## src/rtl/coq_pkg.sv

```systemverilog
// ----------------------------------------------------------------------------
// coq_pkg
// Shared types and constants for the circle obstacle table query block.
// ----------------------------------------------------------------------------
package coq_pkg;

  // defaults for the top-level parameters
  localparam int MAX_OBSTACLES_DEF = 64;
  localparam int COORD_BITS_DEF    = 20;

  // fixed field widths
  localparam int RAD_W    = 16;
  localparam int HGT_W    = 20;
  localparam int THR_W    = 3;
  localparam int OPC_W    = 2;
  localparam int CFG_W    = 20;
  localparam int OUT_TDATA_W = 24;

  localparam logic [RAD_W-1:0] VAULT_CLEARANCE     = 16'd50;
  localparam logic [RAD_W-1:0] DEFAULT_RADIUS_RST  = 16'd250;
  localparam logic [HGT_W-1:0] VAULT_THRESHOLD_RST = 20'd80;
  localparam logic [THR_W-1:0] THREAT_MAX          = 3'd4;

  // configuration register indexes
  localparam logic REG_DEFAULT_RADIUS  = 1'b0;
  localparam logic REG_VAULT_THRESHOLD = 1'b1;

  typedef enum logic [OPC_W-1:0] {
    OP_INSERT = 2'd0,
    OP_QUERY  = 2'd1,
    OP_VAULT  = 2'd2
  } opcode_t;

  typedef enum logic [1:0] {
    ST_IDLE,
    ST_SCAN,
    ST_DRAIN
  } state_t;

  typedef struct packed {
    logic             table_full;
    logic [THR_W-1:0] threat;
    logic [RAD_W-1:0] eff_radius;
    logic             needs_vault;
    logic             obstructed;
  } result_t;

  // status from the distance compare pipeline
  typedef struct packed {
    logic hit;   // an in-range obstacle matched, one pulse per match
    logic busy;  // something still in flight
  } dist_stat_t;

endpackage

```

## src/rtl/coq_cell.sv

```systemverilog
// ----------------------------------------------------------------------------
// coq_cell
// One table entry of the obstacle chain: centre and radius, loaded from the
// previous cell (or, for cell 0, the chain head) whenever the chain shifts.
// ----------------------------------------------------------------------------
module coq_cell #(
  parameter int COORD_BITS = coq_pkg::COORD_BITS_DEF
) (
  input  logic                         clk,
  input  logic                         shift,
  input  logic [COORD_BITS-1:0]        prev_x,
  input  logic [COORD_BITS-1:0]        prev_y,
  input  logic [coq_pkg::RAD_W-1:0]    prev_r,
  output logic [COORD_BITS-1:0]        x,
  output logic [COORD_BITS-1:0]        y,
  output logic [coq_pkg::RAD_W-1:0]    rad
);
  import coq_pkg::*;

  always_ff @(posedge clk) begin
    if (shift) begin
      x   <= prev_x;
      y   <= prev_y;
      rad <= prev_r;
    end
  end

endmodule

```

## src/rtl/coq_dist.sv

```systemverilog
// ----------------------------------------------------------------------------
// coq_dist
// Three-stage squared distance compare: |d| and enlarged radius, squares,
// then sum and compare. One obstacle enters per cycle.
// ----------------------------------------------------------------------------
module coq_dist #(
  parameter int COORD_BITS = coq_pkg::COORD_BITS_DEF
) (
  input  logic                         clk,
  input  logic                         rst,
  input  logic                         valid,
  input  logic [COORD_BITS-1:0]        qx,
  input  logic [COORD_BITS-1:0]        qy,
  input  logic [COORD_BITS-1:0]        ox,
  input  logic [COORD_BITS-1:0]        oy,
  input  logic [coq_pkg::RAD_W-1:0]    orad,
  input  logic [coq_pkg::RAD_W-1:0]    clr,
  output coq_pkg::dist_stat_t          stat
);
  import coq_pkg::*;

  localparam int DW    = COORD_BITS + 1;
  localparam int SQ_W  = 2 * COORD_BITS;
  localparam int RS_W  = RAD_W + 1;
  localparam int RR_W  = 2 * RS_W;
  localparam int CMP_W = (SQ_W + 1 > RR_W) ? SQ_W + 1 : RR_W;

  logic signed [DW-1:0]     dx, dy;
  logic [COORD_BITS-1:0]    adx, ady;

  logic                     valid1;
  logic [COORD_BITS-1:0]    ax1, ay1;
  logic [RS_W-1:0]          rs1;

  logic                     valid2;
  logic [SQ_W-1:0]          sqx2, sqy2;
  logic [RR_W-1:0]          rr2;

  logic                     hit3;
  logic [CMP_W-1:0]         d2;

  always_comb begin
    dx  = $signed({qx[COORD_BITS-1], qx}) - $signed({ox[COORD_BITS-1], ox});
    dy  = $signed({qy[COORD_BITS-1], qy}) - $signed({oy[COORD_BITS-1], oy});
    adx = dx[DW-1] ? COORD_BITS'(-dx) : COORD_BITS'(dx);
    ady = dy[DW-1] ? COORD_BITS'(-dy) : COORD_BITS'(dy);
    d2  = CMP_W'(sqx2) + CMP_W'(sqy2);
  end

  always_ff @(posedge clk) begin
    if (rst) begin
      valid1 <= 1'b0;
      valid2 <= 1'b0;
      hit3   <= 1'b0;
    end else begin
      valid1 <= valid;
      valid2 <= valid1;
      hit3   <= valid2 && (d2 <= CMP_W'(rr2));
    end
  end

  always_ff @(posedge clk) begin
    ax1  <= adx;
    ay1  <= ady;
    rs1  <= RS_W'(orad) + RS_W'(clr);
    sqx2 <= SQ_W'(ax1) * SQ_W'(ax1);
    sqy2 <= SQ_W'(ay1) * SQ_W'(ay1);
    rr2  <= RR_W'(rs1) * RR_W'(rs1);
  end

  assign stat.hit  = hit3;
  assign stat.busy = valid1 | valid2 | hit3;

endmodule

```

## src/rtl/circle_obstacle_table_query_top.sv

```systemverilog
// ----------------------------------------------------------------------------
// circle_obstacle_table_query_top
// Table of circular obstacles held in a shifting chain of cells, with point
// and midpoint collision queries against it.
// ----------------------------------------------------------------------------
//
// Channel | Dir | Handshake        | Payload
// --------+-----+------------------+------------------------------------------
// s       | in  | s_tvalid/tready  | tuser: opcode; tdata: point, radius, etc.
// m       | out | m_tvalid/tready  | tdata: obstructed .. table_full
// cfg     | in  | cfg_we           | cfg_index, cfg_data (no read-back)
//
// Insert and the unused opcode load the result register at the transfer.
// Query and vault check rotate the whole chain once, feeding the chain's end
// into a 3-stage compare pipeline, and load the result once it has drained.
// m_tvalid rises once the result has moved on to the output register. One
// item at a time: s_tready returns once the result has moved on to the output
// register. Reset (rst, synchronous) empties the table by zeroing the count;
// no clearing pass. A finished result sits in a result register and an output
// register, so one more item can be taken while the output is stalled.
//
module circle_obstacle_table_query_top #(
  parameter int MAX_OBSTACLES = coq_pkg::MAX_OBSTACLES_DEF,
  parameter int COORD_BITS    = coq_pkg::COORD_BITS_DEF
) (
  input  logic                                       clk,
  input  logic                                       rst,
  // slave side
  input  logic                                       s_tvalid,
  output logic                                       s_tready,
  // from bit 0: pos_x, pos_y, end_x, end_y, radius, height, clearance, zero pad
  input  logic [((4*COORD_BITS+52+7)/8)*8-1:0]       s_tdata,
  // opcode
  input  logic [coq_pkg::OPC_W-1:0]                  s_tuser,
  // master side
  output logic                                       m_tvalid,
  input  logic                                       m_tready,
  // from bit 0: obstructed, needs_vault, effective_radius, threat_level,
  // table_full, zero pad
  output logic [coq_pkg::OUT_TDATA_W-1:0]            m_tdata,
  // configuration
  input  logic                                       cfg_we,
  input  logic                                       cfg_index,
  input  logic [coq_pkg::CFG_W-1:0]                  cfg_data
);
  import coq_pkg::*;

  localparam int C     = COORD_BITS;
  localparam int N     = MAX_OBSTACLES;
  localparam int CW    = $clog2(N + 1);
  localparam int KW    = (N > 1) ? $clog2(N) : 1;
  localparam int ZW    = CW + 1;
  localparam int RES_W = $bits(result_t);

  // input field offsets within s_tdata
  localparam int OFF_PX  = 0;
  localparam int OFF_PY  = C;
  localparam int OFF_EX  = 2 * C;
  localparam int OFF_EY  = 3 * C;
  localparam int OFF_RAD = 4 * C;
  localparam int OFF_HGT = 4 * C + RAD_W;
  localparam int OFF_CLR = 4 * C + RAD_W + HGT_W;

  // unpacked input fields
  opcode_t          op;
  logic [C-1:0]     pos_x, pos_y, end_x, end_y;
  logic [RAD_W-1:0] radius, clearance;
  logic [HGT_W-1:0] height;

  assign op        = opcode_t'(s_tuser);
  assign pos_x     = s_tdata[OFF_PX  +: C];
  assign pos_y     = s_tdata[OFF_PY  +: C];
  assign end_x     = s_tdata[OFF_EX  +: C];
  assign end_y     = s_tdata[OFF_EY  +: C];
  assign radius    = s_tdata[OFF_RAD +: RAD_W];
  assign height    = s_tdata[OFF_HGT +: HGT_W];
  assign clearance = s_tdata[OFF_CLR +: RAD_W];

  // config registers
  logic [RAD_W-1:0] default_radius;
  logic [HGT_W-1:0] vault_thr;

  // control state
  state_t           state, state_next;
  logic [CW-1:0]    count;
  logic [THR_W-1:0] threat;
  logic [KW-1:0]    k;
  logic             acc;
  logic             res_valid;
  logic             out_valid;

  // held query
  logic [C-1:0]     qx, qy;
  logic [RAD_W-1:0] clr;
  result_t          res, res_next, out_res;

  logic             in_accept;
  logic             has_room;
  logic [THR_W-1:0] threat_inc;
  logic [RAD_W-1:0] eff_rad;
  logic signed [C:0] sum_x, sum_y;
  logic [C-1:0]     mid_x, mid_y;
  logic             res_load, insert_go, scan_go;
  logic             res_move;
  logic             shift;
  logic             feed_valid;
  dist_stat_t       stat;

  // chain taps
  logic [C-1:0]     cx [N];
  logic [C-1:0]     cy [N];
  logic [RAD_W-1:0] cr [N];
  logic [C-1:0]     head_x, head_y;
  logic [RAD_W-1:0] head_r;

  assign s_tready   = (state == ST_IDLE) && !res_valid;
  assign in_accept  = s_tvalid && s_tready;
  assign has_room   = count < CW'(N);
  assign threat_inc = (threat < THREAT_MAX) ? threat + 3'd1 : threat;
  assign eff_rad    = (radius != '0) ? radius : default_radius;

  // floor midpoint: arithmetic halving of the widened sum
  assign sum_x = $signed({pos_x[C-1], pos_x}) + $signed({end_x[C-1], end_x});
  assign sum_y = $signed({pos_y[C-1], pos_y}) + $signed({end_y[C-1], end_y});
  assign mid_x = sum_x[C:1];
  assign mid_y = sum_y[C:1];

  // entries sit in cells 0..count-1; during the rotation step k the chain's
  // end holds the entry that started in cell N-1-k
  assign feed_valid = (state == ST_SCAN) && ((ZW'(k) + ZW'(count)) >= ZW'(N));

  always_comb begin
    state_next = state;
    res_load   = 1'b0;
    insert_go  = 1'b0;
    scan_go    = 1'b0;
    res_next   = '0;
    res_next.threat = threat;
    unique case (state)
      ST_IDLE: begin
        if (in_accept) begin
          unique case (op)
            OP_INSERT: begin
              insert_go              = 1'b1;
              res_load               = 1'b1;
              res_next.eff_radius    = eff_rad;
              res_next.table_full    = !has_room;
              res_next.threat        = threat_inc;
              res_next.needs_vault   = $signed(height) >= $signed(vault_thr);
            end
            OP_QUERY, OP_VAULT: begin
              scan_go    = 1'b1;
              state_next = ST_SCAN;
            end
            default: begin
              res_load = 1'b1;
            end
          endcase
        end
      end
      ST_SCAN: begin
        if (k == KW'(N - 1)) begin
          state_next = ST_DRAIN;
        end
      end
      ST_DRAIN: begin
        // pipeline empty: every hit has reached acc
        if (!stat.busy) begin
          res_load            = 1'b1;
          res_next.obstructed = acc;
          state_next          = ST_IDLE;
        end
      end
      default: begin
        state_next = ST_IDLE;
      end
    endcase
  end

  assign res_move = res_valid && (!out_valid || m_tready);

  always_ff @(posedge clk) begin
    if (rst) begin
      state          <= ST_IDLE;
      count          <= '0;
      threat         <= '0;
      res_valid      <= 1'b0;
      out_valid      <= 1'b0;
      default_radius <= DEFAULT_RADIUS_RST;
      vault_thr      <= VAULT_THRESHOLD_RST;
    end else begin
      state <= state_next;
      if (cfg_we) begin
        unique case (cfg_index)
          REG_DEFAULT_RADIUS:  default_radius <= cfg_data[RAD_W-1:0];
          REG_VAULT_THRESHOLD: vault_thr      <= cfg_data[HGT_W-1:0];
          default: ;
        endcase
      end
      if (insert_go) begin
        threat <= threat_inc;
        if (has_room) begin
          count <= count + CW'(1);
        end
      end
      if (res_load) begin
        res_valid <= 1'b1;
      end else if (res_move) begin
        res_valid <= 1'b0;
      end
      if (res_move) begin
        out_valid <= 1'b1;
      end else if (m_tready) begin
        out_valid <= 1'b0;
      end
    end
  end

  // payload and scan bookkeeping
  always_ff @(posedge clk) begin
    if (scan_go) begin
      qx  <= (op == OP_VAULT) ? mid_x : pos_x;
      qy  <= (op == OP_VAULT) ? mid_y : pos_y;
      clr <= (op == OP_VAULT) ? VAULT_CLEARANCE : clearance;
      k   <= '0;
      acc <= 1'b0;
    end else begin
      if (state == ST_SCAN) begin
        k <= k + KW'(1);
      end
      acc <= acc | stat.hit;
    end
    if (res_load) begin
      res <= res_next;
    end
    if (res_move) begin
      out_res <= res;
    end
  end

  // obstacle chain: inserts push in at cell 0, a scan rotates the ring once
  assign shift  = (insert_go && has_room) || (state == ST_SCAN);
  assign head_x = (state == ST_SCAN) ? cx[N-1] : pos_x;
  assign head_y = (state == ST_SCAN) ? cy[N-1] : pos_y;
  assign head_r = (state == ST_SCAN) ? cr[N-1] : eff_rad;

  generate
    for (genvar i = 0; i < N; i++) begin : g_cell
      if (i == 0) begin : g_first
        coq_cell #(.COORD_BITS(C)) u_cell (
          .clk   (clk),
          .shift (shift),
          .prev_x(head_x),
          .prev_y(head_y),
          .prev_r(head_r),
          .x     (cx[i]),
          .y     (cy[i]),
          .rad   (cr[i])
        );
      end else begin : g_rest
        coq_cell #(.COORD_BITS(C)) u_cell (
          .clk   (clk),
          .shift (shift),
          .prev_x(cx[i-1]),
          .prev_y(cy[i-1]),
          .prev_r(cr[i-1]),
          .x     (cx[i]),
          .y     (cy[i]),
          .rad   (cr[i])
        );
      end
    end
  endgenerate

  coq_dist #(.COORD_BITS(C)) u_dist (
    .clk  (clk),
    .rst  (rst),
    .valid(feed_valid),
    .qx   (qx),
    .qy   (qy),
    .ox   (cx[N-1]),
    .oy   (cy[N-1]),
    .orad (cr[N-1]),
    .clr  (clr),
    .stat (stat)
  );

  assign m_tvalid = out_valid;
  assign m_tdata  = {(OUT_TDATA_W - RES_W)'(0), out_res};

endmodule

```

## config.mk

```make
export PLATFORM = sky130hd
export DESIGN_NAME = circle_obstacle_table_query_top
export DESIGN_NICKNAME = d
export VERILOG_FILES = /design/src/rtl/coq_pkg.sv /design/src/rtl/coq_cell.sv /design/src/rtl/coq_dist.sv /design/src/rtl/circle_obstacle_table_query_top.sv
export SDC_FILE = /design/constraint.sdc
export NUM_CORES = 2
export LEC_CHECK = 0
export BUFFER_PORTS_ARGS = -buffer_cell sky130_fd_sc_hd__buf_2
export CAP_MARGIN = 20
export CORE_ASPECT_RATIO = 1.75
export CORE_MARGIN = 5
export CORE_UTILIZATION = 52
export CTS_BUF_LIST = sky130_fd_sc_hd__clkbuf_8 sky130_fd_sc_hd__clkbuf_16
export DETAILED_ROUTE_END_ITERATION = 10
export PLACE_DENSITY = 0.66
export SYNTH_ARGS = -nofsm -noshare
export SYNTH_HDL_FRONTEND = slang
export SYNTH_SLANG_ARGS = --single-unit
```

## constraint.sdc

```tcl
create_clock -name clk -period 327.2 [get_ports clk]
set_input_delay 16.36 -clock clk [delete_from_list [all_inputs] [get_ports clk]]
set_output_delay 16.36 -clock clk [all_outputs]
set_load 0.01 [all_outputs]
```

# Word-level counts from Yosys, hierarchy flattened
# Index checks and enable logic that the tools add are counted.
# classes
addsub,12
mul,3
div_mod_pow,0
order_cmp,5
n_eq_ne,9
shift,0
muxes,31
bitwise,5
n_reduce_logical,23
# ops
cell,count
$mux 20,9
$mul 20x20->40,2
$add 20x20->21,2
$sub 20x20->21,2
$add 40x40->41,1
$le 41x34->1,1
$neg 20->20,2
$mul 17x17->34,1
$mux 16,2
$ge 20x20->1,1
$add 16x16->17,1
$reduce_bool 16->1,1
$mux 1,13
$add 6x7->8,1
$ge 8x7->1 const B,1
$mux 2,4
$add 7x1->7 const B,1
$lt 7x7->1 const B,1
$add 6x1->6 const B,1
$eq 6x6->1 const B,1
$logic_and 1x1->1,6
$pmux 2 s3,1
$reduce_and 2->1,3
$eq 2x1->1 const B,2
16 further kinds,28
# totals
regBits,3915
latch_bits,0
mem_bits_rw,0
mem_bits_ro,0
in_bits,164
output_inout_bits,26
word_cells,311
memories,0

# Logic depth before layout (Yosys ltp)
# depth
ltp_word,7
depth_mapped,28
ltp_nobuf,26

# By module
# A second synthesis with hierarchy kept.
# unflattened
hier_cells,9153
hier_area_um2,157835.1
# modules_own_cells
module,n_inst,cells_per_inst,area_each_um2,seq_area_each_um2
coq_cell,64,56,1681.6,1681.6
coq_dist,1,4565,41003.1,3423.3
circle_obstacle_table_query_top,1,1004,9208.8,4144.0

# Worst setup path after synthesis
# Ideal clock, no wire load.
# synth_timing
path_type,input to register
startpoint,input s_tuser[0] (netlist bit)
endpoint,"register g_cell[0].g_first.u_cell.rad[0] (netlist bit), enable pin"
setup_ns,12.547
arrival_time_ns,265.604
required_time_ns,314.653
slack_ns,49.049
stages,5
path_buffers,1
path_cell_list,inv_1 > ha_1 > nand3_1 > clkbuf_1 > o21ai_0
# synth_via
elab_chain_cells,6
# synth_lines
item,line,source
"start, declared",circle_obstacle_table_query_top.sv:34,"input logic [coq_pkg::OPC_W-1:0] s_tuser,"
$logic_not 2->1,circle_obstacle_table_query_top.sv:142,unique case (op)
$mux 1,circle_obstacle_table_query_top.sv:142,
$mux 1,circle_obstacle_table_query_top.sv:141,if (in_accept) begin
$mux 1,circle_obstacle_table_query_top.sv:139,unique case (state)
$logic_and 1x1->1,circle_obstacle_table_query_top.sv:242,assign shift = (insert_go && has_room) || (state == ST_SCAN);
$logic_or 1x1->1,circle_obstacle_table_query_top.sv:242,
net g_cell[0].g_first.u_cell.shift,coq_cell.sv:10,"input logic shift,"
"end signal, assigned",coq_cell.sv:24,rad <= prev_r;
"end, declared",coq_cell.sv:16,output logic [coq_pkg::RAD_W-1:0] rad
# The timed path passes the listed nets, and every way through them passes these cells.
# A chain may end at the register's enable or synchronous reset.

# Worst setup path after layout
# layout_timing
startpoint,input s_tuser[0] (netlist bit)
endpoint,"register g_cell[26].g_rest.u_cell.x[17], enable pin"
# layout_via
elab_chain_cells,6
# layout_lines
item,line,source
$logic_not 2->1,circle_obstacle_table_query_top.sv:142,
$mux 1,circle_obstacle_table_query_top.sv:142,
$mux 1,circle_obstacle_table_query_top.sv:141,
$mux 1,circle_obstacle_table_query_top.sv:139,
$logic_and 1x1->1,circle_obstacle_table_query_top.sv:242,
$logic_or 1x1->1,circle_obstacle_table_query_top.sv:242,
net g_cell[0].g_first.u_cell.shift,coq_cell.sv:10,
"end signal, assigned",coq_cell.sv:22,x <= prev_x;
"end, declared",coq_cell.sv:14,"output logic [COORD_BITS-1:0] x,"
# The timed path passes the listed nets, and every way through them passes these cells.

==> impl_metrics.json <==
{
  "grt_max_degree": 230,
  "hp-start": "g_cell[41].g_rest.u_cell.y[3]$_DFFE_PP_",
  "clkSinkCount": 3912,
  "finalClockSkew_ns": 0.07980,
  "fp.dieH_um": 736.7,
  "std_cell_rows": 267,
  "ys_seq_area_share_pct": 73.41,
  "post_cts_buffers": 0,
  "vias_per_cell": 5.188,
  "hold_class": "reg -> reg",
  "drt_iter0_drc": 5564,
  "status": "complete, no violations",
  "wl_met3_um": 14070,
  "synthCells": 8979,
  "cp.arrival_ns": 23.04,
  "setup_ws_ns": 304.63,
  "place_inst": 13110,
  "postPlaceCellArea_um2": 163000,
  "grt_remaining_overflow": 0,
  "design.core.area_um2": 301300,
  "finalHoldViolations": 0,
  "r2r_slack_ns": 319.00,
  "antenna_found_initial": 30,
  "dr_wl_met2_um": 129600,
  "cp_slowest_cell": "buf_4",
  "ant_nets": 0,
  "slew_viol_final": 0,
  "yosys_warnings": 0,
  "pre_cts_slack_ns": 303.14,
  "wl_per_cell_um": 19.67,
  "fillCellCount": 22600,
  "crit_fanout": 229,
  "drt-pass1-iter-count": 5,
  "r2r-end": "u_dist.sqy2[39]$_DFF_P_",
  "reg2reg_depth": 24,
  "drc": 0,
  "final-setup-viol-count": 0,
  "met1Wirelength_um": 113500,
  "fin_crit_ns": 22.57,
  "worstSetupEndpointType": "register",
  "rsz0062_at_grt": "no",
  "worstMarginPinSlew_ns": 1.155,
  "cts-resized-gates": 0,
  "cts_tree": "yes",
  "cts_root_buf": "clkbuf_16",
  "clkTransAtPathRegs_ns": 0.06,
  "synth_cell_types": 85,
  "synth-async-reset-ratio_pct": 0,
  "hpwlAfterDp_um": 175300,
  "seq_area_um2": 115200,
  "numPortBuffers": 183,
  "synthFlopType": "edfxtp_1",
  "start_kind": "input pin",
  "top_layer": "met5",
  "min_period_over_period_pct": 6.899,
  "cts_buffers": 332,
  "start_util_pct": 52.08,
  "gp_congestion": 0.8943,
  "min_to": "g_cell[42].g_rest.u_cell.y[3]$_DFFE_PP_",
  "multiInputGateArea_um2": 37010,
  "crit_buf_inv": 8,
  "fin_area_um2": 174300,
  "cap_violations": 0,
  "hold_buffers": 0,
  "r2r_start": "u_dist.ay1[4]$_DFF_P_",
  "dieWidth_um": 425.3,
  "hold_depth": 0,
  "clk_latency_ns": 0.89,
  "cts_max_level": 5,
  "syn_area_um2": 156900,
  "slew_headroom_pct": 23.02,
  "final_nets": 10950,
  "wirelength_um": 270000,
  "synth-edff-count": 3684,
  "first_global_vias": 75340,
  "final.setup.tns_ns": 0,
  "fmax_ghz": 0.04430,
  "drive_above_1_share_pct": 8.493,
  "die-area_um2": 313300,
  "cp.required_ns": 327.67,
  "syn_avg_cell_area_um2": 17.48,
  "syn2layout_area_growth_pct": 11.05,
  "cpLargestDelayFamily": "buffers and inverters",
  "ys_ff_latch": 3912,
  "finalNonFillerCells": 13730,
  "slowest_delay_ns": 0.96,
  "cts.path.max_buffers": 4,
  "crit_type": "in -> reg",
  "ios": 190,
  "num_vias": 71210,
  "track_usage_pct": 17.24,
  "grt_pass1_wl_um": 421000,
  "crit_path_cell_trace": "buf_2 > inv_1 > ha_1 > nand3_1 > o21ai_4 > buf_12 > buf_4 > buf_4 > buf_12 > buf_12 > buf_4"
}
[worst reg2reg max path, cell delays in order, from the launching register on]
cell,delay (ns)
dfxtp_1,1.02
inv_1,0.31
nor2_1,0.28
fa_1,0.48
fa_1,0.52
inv_1,0.05
fa_1,0.49
inv_1,0.05
fa_1,0.50
fa_1,0.51
fa_1,0.50
inv_1,0.05
fa_1,0.50
inv_1,0.05
ha_1,0.35
a21oi_1,0.19
o21ai_0,0.18
a211oi_1,0.37
o21ai_0,0.14
o221ai_1,0.50
o221ai_1,0.31
a211oi_1,0.38
o31ai_1,0.13
a21oi_1,0.20
xnor2_1,0.13
[routing by layer]
metal  track usage, %  vias to the layer above
li1                 -                    32740
met1            23.08                    36090
met2            28.19                     1711
met3            2.755                      649
met4            7.656                       10
met5                0                        -
[sequential cells by signal, indices dropped and copies added (netlist names), 22 cells and up]
| signal | flops |
|---|---|
| u_dist.rr2 | 33 |
| u_dist.sqx2 | 39 |
| g_cell.g_rest.u_cell.rad | 1008 |
| g_cell.g_rest.u_cell.x | 1260 |
| m_tdata | 22 |
| u_dist.sqy2 | 39 |
| res | 22 |
| g_cell.g_rest.u_cell.y | 1260 |
[final cells by class]
cell class | count | area share, %
clock buffer | 348 | 4.959
timing repair buffer | 265 | 1.038
multi-input combinational | 3800 | 21.24
sequential | 3912 | 66.10
inverter | 1113 | 2.397
tap | 4035 | 2.897
antenna | 12 | 0.01723
clock inverter | 240 | 1.351
[cells by family (layout without fill, tap and decap cells)]
family                     Yosys count  after routing  synth area share (%)
muxes                               33             33                0.2320
AOI/OAI and AO/OA                  807            807                 3.282
xor gates and xnor gates           268            268                 1.505
buffers and inverters             1268           1966                 3.039
and+or+nand+nor                   1325           1325                 4.039
adders and majority gates         1365           1365                 14.49
DFF                               3912           3912                 73.41
other                                1             14              0.002390
[cell usage after synthesis (all sizes together), types with 15 or more instances]
cell    count  area share, %
and3       25           0.10
dfxtp     228            2.9
nor2      222           0.53
o21a       31           0.15
inv      1113            2.7
xor2       81           0.45
a31oi      31           0.13
fa        755            9.6
xnor2     186            1.0
nand2b     38           0.15
or3        15          0.060
a21o      116           0.55
a211oi     32           0.15
nor3       62           0.20
edfxtp   3684             70
and2      212           0.85
o21bai     28           0.13
or2        21          0.085
nand3      55           0.18
nand2     537            1.3
o21ai     177           0.57
nor2b      63           0.25
clkbuf    146           0.35
a21oi     241           0.77
o211ai     17          0.081
ha        609            4.9
o31ai      18          0.086
mux2       27           0.19
nand4      26           0.10
[layout by cell type (no fill, tap or decap), types with 20 or more instances in the layout]
cell type | synthesis | layout
a31oi_1 | 30 | 30
mux2_2 | 27 | 27
o21ai_0 | 170 | 169
and3_1 | 25 | 24
nand2b_1 | 38 | 37
ha_1 | 609 | 608
edfxtp_1 | 3684 | 3684
nor2_1 | 222 | 221
a21o_1 | 116 | 116
nand3_1 | 55 | 55
bufinv_16 | 0 | 39
clkinv_1 | 0 | 64
inv_1 | 1112 | 1159
o21a_1 | 31 | 31
fa_1 | 755 | 755
xnor2_1 | 186 | 186
nor3_1 | 62 | 62
nand4_1 | 26 | 26
a21oi_1 | 241 | 241
a211oi_1 | 32 | 32
clkinv_2 | 0 | 41
buf_4 | 2 | 63
nor2b_1 | 63 | 61
and2_1 | 212 | 212
xor2_1 | 81 | 81
or2_2 | 20 | 20
nand2_1 | 537 | 537
o21bai_1 | 28 | 28
clkbuf_16 | 0 | 342
buf_2 | 1 | 183
dfxtp_1 | 228 | 228
[per-stage QoR]
stage / hold WS [ns] / utilization, %
3_3_place_gp: 0.4005 / 54.09
3_5_place_dp: 0.4045 / 54.09
5_1_grt: 0.3568 / 57.82
2_1_floorplan: 0.3584 / -
4_1_cts: 0.3509 / 57.73
6_report: 0.3560 / 57.83
[worst max-delay path by stage]
stage               cells past startpoint                                         to       start  slack [ns]
floorplan                               5  g_cell[0].g_first.u_cell.rad[0]$_DFFE_PP_  s_tuser[0]       49.05
global placement                       11   g_cell[28].g_rest.u_cell.x[17]$_DFFE_PP_  s_tuser[0]      303.52
detailed placement                     11   g_cell[32].g_rest.u_cell.x[17]$_DFFE_PP_  s_tuser[0]      303.14
CTS                                    11   g_cell[32].g_rest.u_cell.x[17]$_DFFE_PP_  s_tuser[0]      304.21
global route                           11   g_cell[30].g_rest.u_cell.x[17]$_DFFE_PP_  s_tuser[0]      304.25
finish                                 11   g_cell[26].g_rest.u_cell.x[17]$_DFFE_PP_  s_tuser[0]      304.63
Power is left out: the tool's default activity adds up to more than one toggle a clock period on the data nets, which glitch-free logic cannot reach.
